`src/rtl/ibot_pkg.sv`:
```
// shared types, field widths and codes for the in-flight buffer overlap table
package ibot_pkg;

  localparam int TABLE_DEPTH_DEF = 16;
  localparam int ADDR_BITS_DEF   = 48;
  localparam int MAX_RESULTS     = 16;

  localparam int KIND_W   = 2;
  localparam int ADDR_W   = 48;
  localparam int END_W    = 49;
  localparam int CNT_W    = 32;
  localparam int BYTES_W  = 13;
  localparam int PROD_W   = (CNT_W - 1) + BYTES_W;
  localparam int INDEX_W  = 4;
  localparam int STATUS_W = 2;

  typedef logic [KIND_W-1:0]   kind_t;
  typedef logic [STATUS_W-1:0] status_t;

  localparam kind_t KIND_CHECK   = 2'd0;
  localparam kind_t KIND_TRACK   = 2'd1;
  localparam kind_t KIND_RELEASE = 2'd2;
  localparam kind_t KIND_UNUSED  = 2'd3;

  localparam status_t ST_DONE    = 2'd0;
  localparam status_t ST_IGNORED = 2'd1;
  localparam status_t ST_FULL    = 2'd2;

  typedef struct packed {
    kind_t                     kind;
    logic [ADDR_W-1:0]         start_address;
    logic signed [CNT_W-1:0]   element_count;
    logic [BYTES_W-1:0]        element_bytes;
  } in_item_t;

  typedef struct packed {
    logic               hit;
    logic [INDEX_W-1:0] entry_index;
    logic [ADDR_W-1:0]  entry_start;
    logic [END_W-1:0]   entry_end;
    status_t            status;
    logic               last;
  } out_item_t;

  // broadcast from the sequencer to every cell
  typedef struct packed {
    logic load;
    logic shift;
    logic wr;
    logic wr_valid;
    logic check;
  } cell_ctl_t;

  // per-cell report flags that travel down the chain
  typedef struct packed {
    logic hit;
    logic free;
  } rep_flags_t;

endpackage

```
`src/rtl/ibot_cell.sv`:
```
// one table slot plus its stage of the report shift chain
module ibot_cell #(
  parameter int SW = 48,
  parameter int EW = 49,
  parameter int IW = 4
) (
  input  logic                  clk,
  input  logic                  rst,
  input  ibot_pkg::cell_ctl_t   ctl,
  input  logic [IW-1:0]         wr_idx,
  input  logic [IW-1:0]         own_idx,
  input  logic [SW-1:0]         q_start,
  input  logic [EW-1:0]         q_end,
  input  ibot_pkg::rep_flags_t  nb_flags,
  input  logic [IW-1:0]         nb_idx,
  input  logic [SW-1:0]         nb_start,
  input  logic [EW-1:0]         nb_end,
  output ibot_pkg::rep_flags_t  rep_flags,
  output logic [IW-1:0]         rep_idx,
  output logic [SW-1:0]         rep_start,
  output logic [EW-1:0]         rep_end
);

  logic          valid;
  logic [SW-1:0] slot_start;
  logic [EW-1:0] slot_end;
  logic          overlap;
  logic          same_start;
  logic          sel;
  ibot_pkg::rep_flags_t flags_now;

  assign sel        = ctl.wr && (wr_idx == own_idx);
  assign overlap    = valid && ({1'b0, q_start} < slot_end) && ({1'b0, slot_start} < q_end);
  assign same_start = valid && (slot_start == q_start);

  always_comb begin
    flags_now.hit  = ctl.check ? overlap : same_start;
    flags_now.free = !valid;
  end

  always_ff @(posedge clk) begin
    if (rst) begin
      valid     <= 1'b0;
      rep_flags <= '0;
    end else begin
      if (sel) begin
        valid <= ctl.wr_valid;
      end
      if (ctl.load) begin
        rep_flags <= flags_now;
      end else if (ctl.shift) begin
        rep_flags <= nb_flags;
      end
    end
  end

  always_ff @(posedge clk) begin
    if (sel && ctl.wr_valid) begin
      slot_start <= q_start;
      slot_end   <= q_end;
    end
    if (ctl.load) begin
      rep_idx   <= own_idx;
      rep_start <= slot_start;
      rep_end   <= slot_end;
    end else if (ctl.shift) begin
      rep_idx   <= nb_idx;
      rep_start <= nb_start;
      rep_end   <= nb_end;
    end
  end

endmodule

```
`config.mk`:
```
export PLATFORM = sky130hd
export DESIGN_NAME = ibot_cell
export DESIGN_NICKNAME = d
export VERILOG_FILES = /design/src/rtl/ibot_pkg.sv /design/src/rtl/ibot_cell.sv
export SDC_FILE = /design/constraint.sdc
export NUM_CORES = 1
export LEC_CHECK = 0
export ABC_AREA = 1
export BUFFER_PORTS_ARGS = -buffer_cell sky130_fd_sc_hd__buf_2
export CORE_MARGIN = 2
export CORE_UTILIZATION = 50
export CTS_CLUSTER_SIZE = 14
export DETAILED_ROUTE_END_ITERATION = 8
export PLACE_DENSITY = 0.84
export SYNTH_ARGS = -nofsm -noshare
export SYNTH_HDL_FRONTEND = slang
export SYNTH_SLANG_ARGS = --single-unit
```
`constraint.sdc`:
```
create_clock -name clk -period 6.33 [get_ports clk]
set_clock_uncertainty 0.1 [all_clocks]
set_input_delay 0.3165 -clock clk [delete_from_list [all_inputs] [get_ports clk]]
set_output_delay 0.3165 -clock clk [all_outputs]
set_load 0.1 [all_outputs]
```
==> results of run 1 <==
==> through the flow <==
| step | hold WS, ns | power, mW | area (um^2) | util | setup WS [ns] |
|---|---|---|---|---|---|
| CTS | 0.0000717 | 3.59 | 14700 | 0.706 | 3.61 |
| floorplan | 0.286 | 2.13 | 10500 | - | 0.824 |
| finish | 0.00863 | 3.59 | 14700 | 0.707 | 3.47 |
| global placement | 0.359 | 2.31 | 12400 | 0.596 | 3.32 |
| global route | 0.0114 | 3.71 | 14700 | 0.707 | 3.26 |
| detailed placement | 0.360 | 2.32 | 12400 | 0.596 | 3.21 |
==> layer usage <==
layer / track usage / routed length [um]
met5: 0 / 11
met4: 0.124 / 1370
met3: 0.0593 / 2390
met2: 0.526 / 16800
met1: 0.333 / 12400
==> cell usage after synthesis <==
| library cell | n |
|---|---|
| nor2_2 | 4 |
| nand4_1 | 11 |
| nor3_2 | 2 |
| a21oi_1 | 30 |
| edfxtp_1 | 198 |
| xnor2_1 | 22 |
| o21a_1 | 1 |
| inv_1 | 148 |
| ha_1 | 94 |
| o21ai_0 | 33 |
| buf_1 | 3 |
| buf_2 | 4 |
| dfxtp_1 | 3 |
| nand3_1 | 8 |
| nor3b_1 | 1 |
| inv_2 | 8 |
| o22ai_1 | 2 |
| nor2_1 | 47 |
| nor3_1 | 10 |
| a21oi_2 | 2 |
| clkinv_1 | 2 |
| clkbuf_1 | 15 |
| nand4_2 | 1 |
| o21ai_1 | 37 |
| a21o_1 | 7 |
| o21bai_1 | 2 |
| nand2_2 | 1 |
| xor2_1 | 15 |
| and2_1 | 1 |
| nand2_1 | 350 |
==> power by group through the flow <==
stage | Clock [mW] | Combinational, mW | Sequential [mW]
final | 1.20 | 0.832 | 1.56
after global routing | 1.26 | 0.879 | 1.57
after CTS | 1.21 | 0.819 | 1.56
after detailed placement | 0 | 0.736 | 1.59
after global placement | 0 | 0.721 | 1.58
after floorplan | 0 | 0.162 | 1.97
==> cell families after synthesis <==
family | Yosys count | synth area share
compound gates | 114 | 0.0576
xor+xnor | 37 | 0.0308
fa+ha+maj | 94 | 0.112
buf+inv | 180 | 0.0647
flops | 201 | 0.571
simple gates | 436 | 0.164
==> flip-flops by register name (all words and copies together) (netlist names) <==
register / count
slot_start: 48
rep_idx: 4
rep_start: 48
valid: 1
rep_end: 49
rep_flags: 2
slot_end: 49
==> timing repair <==
item	in CTS	in global routing
gates resized for setup	0	0
endpoints found under the hold margin	163	1
buffers inserted	0	0
hold buffers	164	1
setup endpoints to repair	0	0
==> layout by cell type, fill, tap and decap left out, types with 8 or more instances in the layout <==
| cell type | n |
|---|---|
| nand3_1 | 8 |
| o21ai_0 | 33 |
| ha_1 | 94 |
| dlygate4sd3_1 | 165 |
| edfxtp_1 | 198 |
| buf_2 | 317 |
| xor2_1 | 15 |
| a21oi_1 | 30 |
| nor3_1 | 10 |
| nand2_1 | 350 |
| xnor2_1 | 22 |
| clkbuf_16 | 23 |
| nor2_1 | 46 |
| o21ai_1 | 37 |
| nand4_1 | 11 |
| inv_1 | 147 |
==> cell type report <==
type / instances / area [um^2] / area share
timing repair buffer: 486 / 3270 / 0.222
multi-input combinational: 681 / 3840 / 0.261
tap: 275 / 344 / 0.0234
clock inverter: 8 / 33.8 / 0.00229
clock buffer: 31 / 626 / 0.0425
sequential: 201 / 6010 / 0.408
antenna: 2 / 5.00 / 0.000340
inverter: 158 / 598 / 0.0406
==> path summary, 6_finish.rpt <==
kind	to	slack [ns]	cells after the start
max reg2reg	rep_flags[1]	4.12	14
max	rep_idx[1]	3.47	6
min reg2reg	rep_flags[0]	0.37	2
min	rep_end[38]	0.009	3
==> worst min-delay path, cell delays in order <==
cell and delay, ns:
buf_2 0.08, nand2_1 0.04, o21ai_1 0.06
==> metrics.md, run 1 <==
| Metric | Value |
|---|---|
| Data arrival, critical path | 3.00 ns |
| H-tree Lvls | 1 |
| Worst skew pair latency | around 0.50 ns |
| Final Net Count | 1859 |
| PwrDens | between 200 and 250 nW/um^2 |
| Bufs and invs on worst path | 4 |
| CP max-delay cell | buf_2 |
| Slew Viols, Final | 0 |
| Gate power share | 0.232 |
| Global-route wire length before repair | 49.5 mm |
| Starting density of the core | 0.505 |
| Synth top area share | 0.565 |
| Die width | 149 um |
| Final HPWL DP | 21.8 mm |
| Clock transition at path regs | ~0.06 ns |
| Routability Congestion | 0.836 |
| Cell Int Power | 2.45 mW |
| CP startpoint | ctl[4] |
| HP Start | nb_end[38] |
| Port Buf Inserts | between 300 and 400 |
| Clock Power Share | 0.334 |
| Antenna Nets Post-Route | 0 |
| Status | finished clean |
| RSZ-0062 raised after global routing | false |
| Vias in the first global route | 9718 |
| Post-Route Setup TNS | 0 ns |
| TritonCTS clock tree | done |
| Post-Synthesis Cells | 1062 |
| Crit Path Class | input port to register |
| # clock sinks | approximately 200 |
| Net Count, Synth | approximately 1.4k |
| Initial DRC Count | 677 |
| Mean number of vias per cell | ~5 |
| # setup viols final | 0 |
| Most used cell, CP | nand2_1 |
| Crit path max-delay family | buffers and inverters |
| Synth top area cells | edfxtp_1, nand2_1, ha_1, inv_1, xnor2_1 |
| I/O pin count | between 300 and 400 |
| Worst EP required | 6.47 ns |
| Post-Route WL | 32.9 mm |
| Crit start category | input port |
| Peak supply drop | 0.000229 V |
| Synthesis warning total | 0 |
| Initial antenna violation count | 3 |
| Worst path cell trace | buf_2 -> inv_4 -> buf_4 -> nand2_1 -> nand2_1 -> dlygate4sd3_1 |
| Slew Limit Headroom | 0.271 |
| Mapped cell area | 10500 um^2 |
| Number of fill cells in the layout | ~1.4k |
| Switching part of the total | 0.319 |
| Core ar. | between 20000 and 25000 um^2 |
| Share of post-route cells with drive strength above 1 | 0.236 |
| Switch Pwr | 1.15 mW |
| Avg WL per Cell | 17.9 um |
| Seq pwr share | 0.435 |
| Post-route clock period utilization | 0.452 |
| Max Cap Viol | 0 |
| CP Capture Type | register |
| Worst-Margin Slew | about 1.1 ns |
| Drc violations | 0 |
| Final hold violations | 0 |
| Grt ovf | 0 |
| Netlist cell types | 30 |
| Pre-antenna DRT Iters | 5 |
| Die Ht | 149 um |
| CP max stage delay | 0.75 ns |
| Crit path max fanout | 105 |
| Max frequency | between 300 and 400 MHz |
| Overall routing resource usage | 0.290 |
| Leak | 7.11 nW |
| Synth area leader | edfxtp_1 |
| Reg2reg start | slot_start[8] |
| DP Cell Count | 1636 |
| Area grow syn2layout | 39.9% |
| CTS root buffer | clkbuf_16 |
| Post-layout min period | 2.86 ns |
| Share of the yosys chip area belonging to registers | 0.571 |
| Syn avg cell area | 9.90 um^2 |
| Largest net degree at the start of global routing | between 100 and 150 |
| CTS Buf Count | 22 |
| Fin cells | around 1.8k |
| CTS Buffer Depth | 3 |
| Die area | 22200 um^2 |
| Post-synthesis sequential element count | 201 |
| Worst Hold Class | input port to register |
| Placement row count | 53 |
| Via count | 9371 |
Power figures use the tool's default switching activity.
==> inputs of run 2 (changes only) <==
--- a/config.mk
+++ b/config.mk
@@ -5,13 +5,13 @@
 export SDC_FILE = /design/constraint.sdc
 export NUM_CORES = 1
 export LEC_CHECK = 0
-export ABC_AREA = 1
+export ABC_AREA = 0
 export BUFFER_PORTS_ARGS = -buffer_cell sky130_fd_sc_hd__buf_2
 export CORE_MARGIN = 2
-export CORE_UTILIZATION = 50
+export CORE_UTILIZATION = 47
 export CTS_CLUSTER_SIZE = 14
 export DETAILED_ROUTE_END_ITERATION = 8
-export PLACE_DENSITY = 0.84
+export PLACE_DENSITY = 0.83
 export SYNTH_ARGS = -nofsm -noshare
 export SYNTH_HDL_FRONTEND = slang
 export SYNTH_SLANG_ARGS = --single-unit
==> constraint.sdc (replaced) <==
create_clock -name clk -period 2.45 [get_ports clk]
set_clock_uncertainty 0.1 [all_clocks]
set_input_delay 0.1225 -clock clk [delete_from_list [all_inputs] [get_ports clk]]
set_output_delay 0.1225 -clock clk [all_outputs]
set_load 0.1 [all_outputs]
==> run 2 against run 1 <==
  * The flow now finishes with violations (setup timing)
  * Sequential cell count did not move
  * Via count fell by 8.8%
  * Wire length rose by 3.8%
  * Die area rose by 3.1%
  * Non-clock buffer count rose by 72
  * Critical path depth rose by 2
  * Critical path type is now register to register
  * Largest cell class unchanged
==> metrics.md, run 2 <==
| Metric | Value |
|---|---|
| Synthesis warning total | 0 (unchanged) |
| Gate power share | 0.237 (was 0.232) |
| DP Cell Count | 1338 (was 1636) |
| Post-synthesis sequential element count | 201 (unchanged) |
| Worst skew pair latency | 0.51 ns (was 0.50 ns) |
| Vias in the first global route | 9113 (was 9718) |
| Overall routing resource usage | 0.289 (was 0.290) |
| HP Start | ctl[3] (was nb_end[38]) |
| Hold EP | rep_flags[1] (was rep_end[38]) |
| Mean number of vias per cell | 5.36 (was 5.09) |
| Worst hold margin | 0.0448 ns (was 0.00863 ns) |
| Number of fill cells in the layout | 1292 (was 1410) |
| Cell Int Power | 6.42 mW (was 2.45 mW) |
| Reg-to-reg slack, setup | -0.01 ns (was 4.12 ns) |
| H-tree Lvls | 1 (unchanged) |
| Worst EP required | 2.75 ns (was 6.47 ns) |
| Post-layout min period | 2.46 ns |
| Post-route clock period utilization | 1.00 |
| Most used DFF post-synth | edfxtp_1 (unchanged) |
| Initial antenna violation count | 3 (unchanged) |
| Worst Hold Class | input port to register (unchanged) |
| Starting density of the core | 0.482 (was 0.505) |
| CP Capture Type | register (unchanged) |
| Synth top area cells | edfxtp_1, ha_1, mux2_2, xor2_1, inv_1 (was edfxtp_1, nand2_1, ha_1, inv_1, xnor2_1) |
| Count leader, synth | edfxtp_1 (was nand2_1) |
| Die area | 22900 um^2 (was 22200 um^2) |
| Net Count, Synth | 1040 (was 1371) |
| Seq pwr share | 0.427 (was 0.435) |
| Top Layer Used | met4 (was met5) |
| FF-to-FF path depth | 8 (was 14) |
| Mapped cell area | 10200 um^2 (was 10500 um^2) |
| Initial DRC Count | 487 (was 677) |
| CTS Buffer Depth | 3 (unchanged) |
| Sequential cell area | 6010 um^2 (unchanged) |
| Data arrival, critical path | 2.76 ns (was 3.00 ns) |
| Port Buf Inserts | 317 (unchanged) |
| Post-synth EDFFs | 198 (unchanged) |
| Peak supply drop | 0.000525 V (was 0.000229 V) |
| Area grow syn2layout | 49.5% (was 39.9%) |
| Antenna Nets Post-Route | 0 (unchanged) |
| Core ar. | 21200 um^2 (was 20800 um^2) |
| Final hold violations | 0 (unchanged) |
| Status | finished, violations left (was finished clean) |
| Final core utilization | 0.721 (was 0.707) |
| Die width | 151 um (was 149 um) |
| Die Ht | 151 um (was 149 um) |
| Clock transition at path regs | 0.06 ns (about the same) |
| Total Power | 9.45 mW (was 3.59 mW) |
| Share of the yosys chip area belonging to registers | 0.589 (was 0.571) |
| Largest registers | rep_end x49, slot_end x49 (unchanged) |
| Placement row count | 53 (unchanged) |
| Worst-Margin Slew | 0.728 ns (was 1.09 ns) |
| TritonCTS clock tree | done (unchanged) |
| Post-Synthesis Cells | 731 (was 1062) |
| I/O pin count | 318 (unchanged) |
| Slew Limit Headroom | 0.514 (was 0.271) |
| CTS Buf Count | 22 (unchanged) |
| Avg WL per Cell | 21.4 um (was 17.9 um) |
| Met3 WL | 2.66 mm (was 2.39 mm) |
| Routability Congestion | 0.844 (was 0.836) |
| Most frequent cells in the layout | buf_2, dlygate4sd3_1, edfxtp_1, mux2_2, inv_1 (was nand2_1, buf_2, edfxtp_1, dlygate4sd3_1, inv_1) |
| Met2 WL | 17.2 mm (was 16.8 mm) |
| Crit path max fanout | 2 (was 105) |
| Switch Pwr | 3.03 mW (was 1.15 mW) |
| Via count | 8548 (was 9371) |
| Commonest non-fill, non-tap cell in the layout | buf_2 (was nand2_1) |
| Netlist cell types | 38 (was 30) |
| Placed instance area | 12400 um^2 (about the same) |
| Synth cell count leaders | edfxtp_1, mux2_2, inv_1 (was nand2_1, edfxtp_1, inv_1) |
| Crit Path Class | register to register (was input port to register) |
| Global-route wire length before repair | 49.2 mm (was 49.5 mm) |
| PwrDens | 620 nW/um^2 (was 244 nW/um^2) |
| Leak | 6.76 nW (was 7.11 nW) |
| Fin cells | 1596 (was 1842) |
| RSZ-0062 raised after global routing | true (was false) |
| Grt ovf | 0 (unchanged) |
| # setup viols final | 1 (was 0) |
| Synth top area share | 0.583 (was 0.565) |
| Slew Viols, Final | 0 (unchanged) |
| Final Net Count | 1610 (was 1859) |
| Clock Power Share | 0.335 (was 0.334) |
| Largest net degree at the start of global routing | 101 (was 106) |
| Pre-antenna DRT Iters | 5 (unchanged) |
| Metal-1 WL | 12.8 mm (was 12.4 mm) |
| Post-synth ARST share | 0 (unchanged) |
| Max frequency | between 400 and 500 MHz |
| Post-Route WL | 34.2 mm (was 32.9 mm) |
| Switching part of the total | 0.321 (was 0.319) |
| Final HPWL DP | 21.9 mm (was 21.8 mm) |
| Dpl ws | -0.00859 ns (was 3.21 ns) |
| Syn avg cell area | 14.0 um^2 (was 9.90 um^2) |
| Crit start category | register (was input port) |
| Max Cap Viol | 0 (unchanged) |
| # clock sinks | 201 (unchanged) |
| Post-Route Setup TNS | -0.00974 ns (was 0 ns) |
| Share of post-route cells with drive strength above 1 | 0.382 (was 0.236) |
| Synth area leader | edfxtp_1 (unchanged) |
| Worst Hold Path Cells | 4 (was 3) |
| Drc violations | 0 (unchanged) |
| Cell area after layout | 15200 um^2 (was 14700 um^2) |
| Failing checks | setup timing |
| Footprint of the multi-input gates | 3890 um^2 (was 3840 um^2) |
| Worst r2r dst | rep_flags[1] (unchanged) |
| Reg2reg start | slot_start[45] (was slot_start[8]) |
| CTS root buffer | clkbuf_16 (unchanged) |
| Final worst setup slack | -0.00974 ns (was 3.47 ns) |
## run 2: changes by cell type after synthesis, sizes merged, moves of 6 or more
cell   before  now
inv       156   97
nor3       12    5
nand2     351   21
buf         7    0
nor2       51    5
a21oi      32   38
xnor2      22    5
nor4        0   16
o21ai      70   12
xor2       15   47
nand4      12   20
mux2        0  101
## run 2: cell families after synthesis
logic type               after synthesis  synth area share
buffers and inverters                109            0.0401
XOR/XNOR                              52            0.0446
flip-flops                           201             0.589
AND/OR/NAND/NOR                       93            0.0510
adder cells (fa/ha/maj)               94             0.115
multiplexers                         102             0.112
AO/OA/AOI/OAI                         80            0.0477
## run 2: cell type report
class                      instances  area share
timing repair buffer             558       0.260
sequential                       201       0.394
multi-input combinational        421       0.255
clock inverter                     9     0.00369
clock buffer                      31      0.0403
inverter                          97      0.0239
tap                              275      0.0226
antenna                            4    0.000656
## run 2: what timing repair did
action,in CTS,in global routing
gates resized for setup,1,14
hold buffers,206,0
endpoints found under the hold margin,201,0
setup endpoints to repair,1,1
pin swaps,0,9
buffers inserted,0,8
## run 2: worst max path at each step
stage	slack, ns	cells past startpoint	end	from
floorplan	-0.12	4	slot_end[0]	own_idx[3]
global placement	0.1	8	rep_flags[1]	slot_start[43]
detailed placement	-0.009	8	rep_flags[1]	slot_start[43]
CTS	0.05	8	rep_flags[1]	slot_start[43]
global route	-0.09	10	rep_flags[1]	slot_end[6]
finish	-0.01	8	rep_flags[1]	slot_start[45]
## run 2: worst max-delay path, cell delays in order, from the launching register on
cell	delay, ns
edfxtp_1	0.43
ha_1	0.33
nand4b_1	0.14
or4_4	0.60
nor4_4	0.19
o21ai_1	0.11
nand4_1	0.10
nor4_1	0.06
a211o_1	0.30
## run 2: routing by layer
metal,up-vias,global-route usage
li1,3875,-
met2,471,0.515
met4,0,0.132
met3,104,0.0539
met5,-,0
met1,4098,0.336
## run 2: power groups by stage
stage                     sequential, mW  combinational, mW  clock [mW]
final                               4.04               2.24        3.17
after global routing                4.05               2.34        3.35
after CTS                           4.03               2.19        3.17
after detailed placement            4.10               1.91           0
after global placement              4.09               1.89           0
after floorplan                     5.11              0.393           0
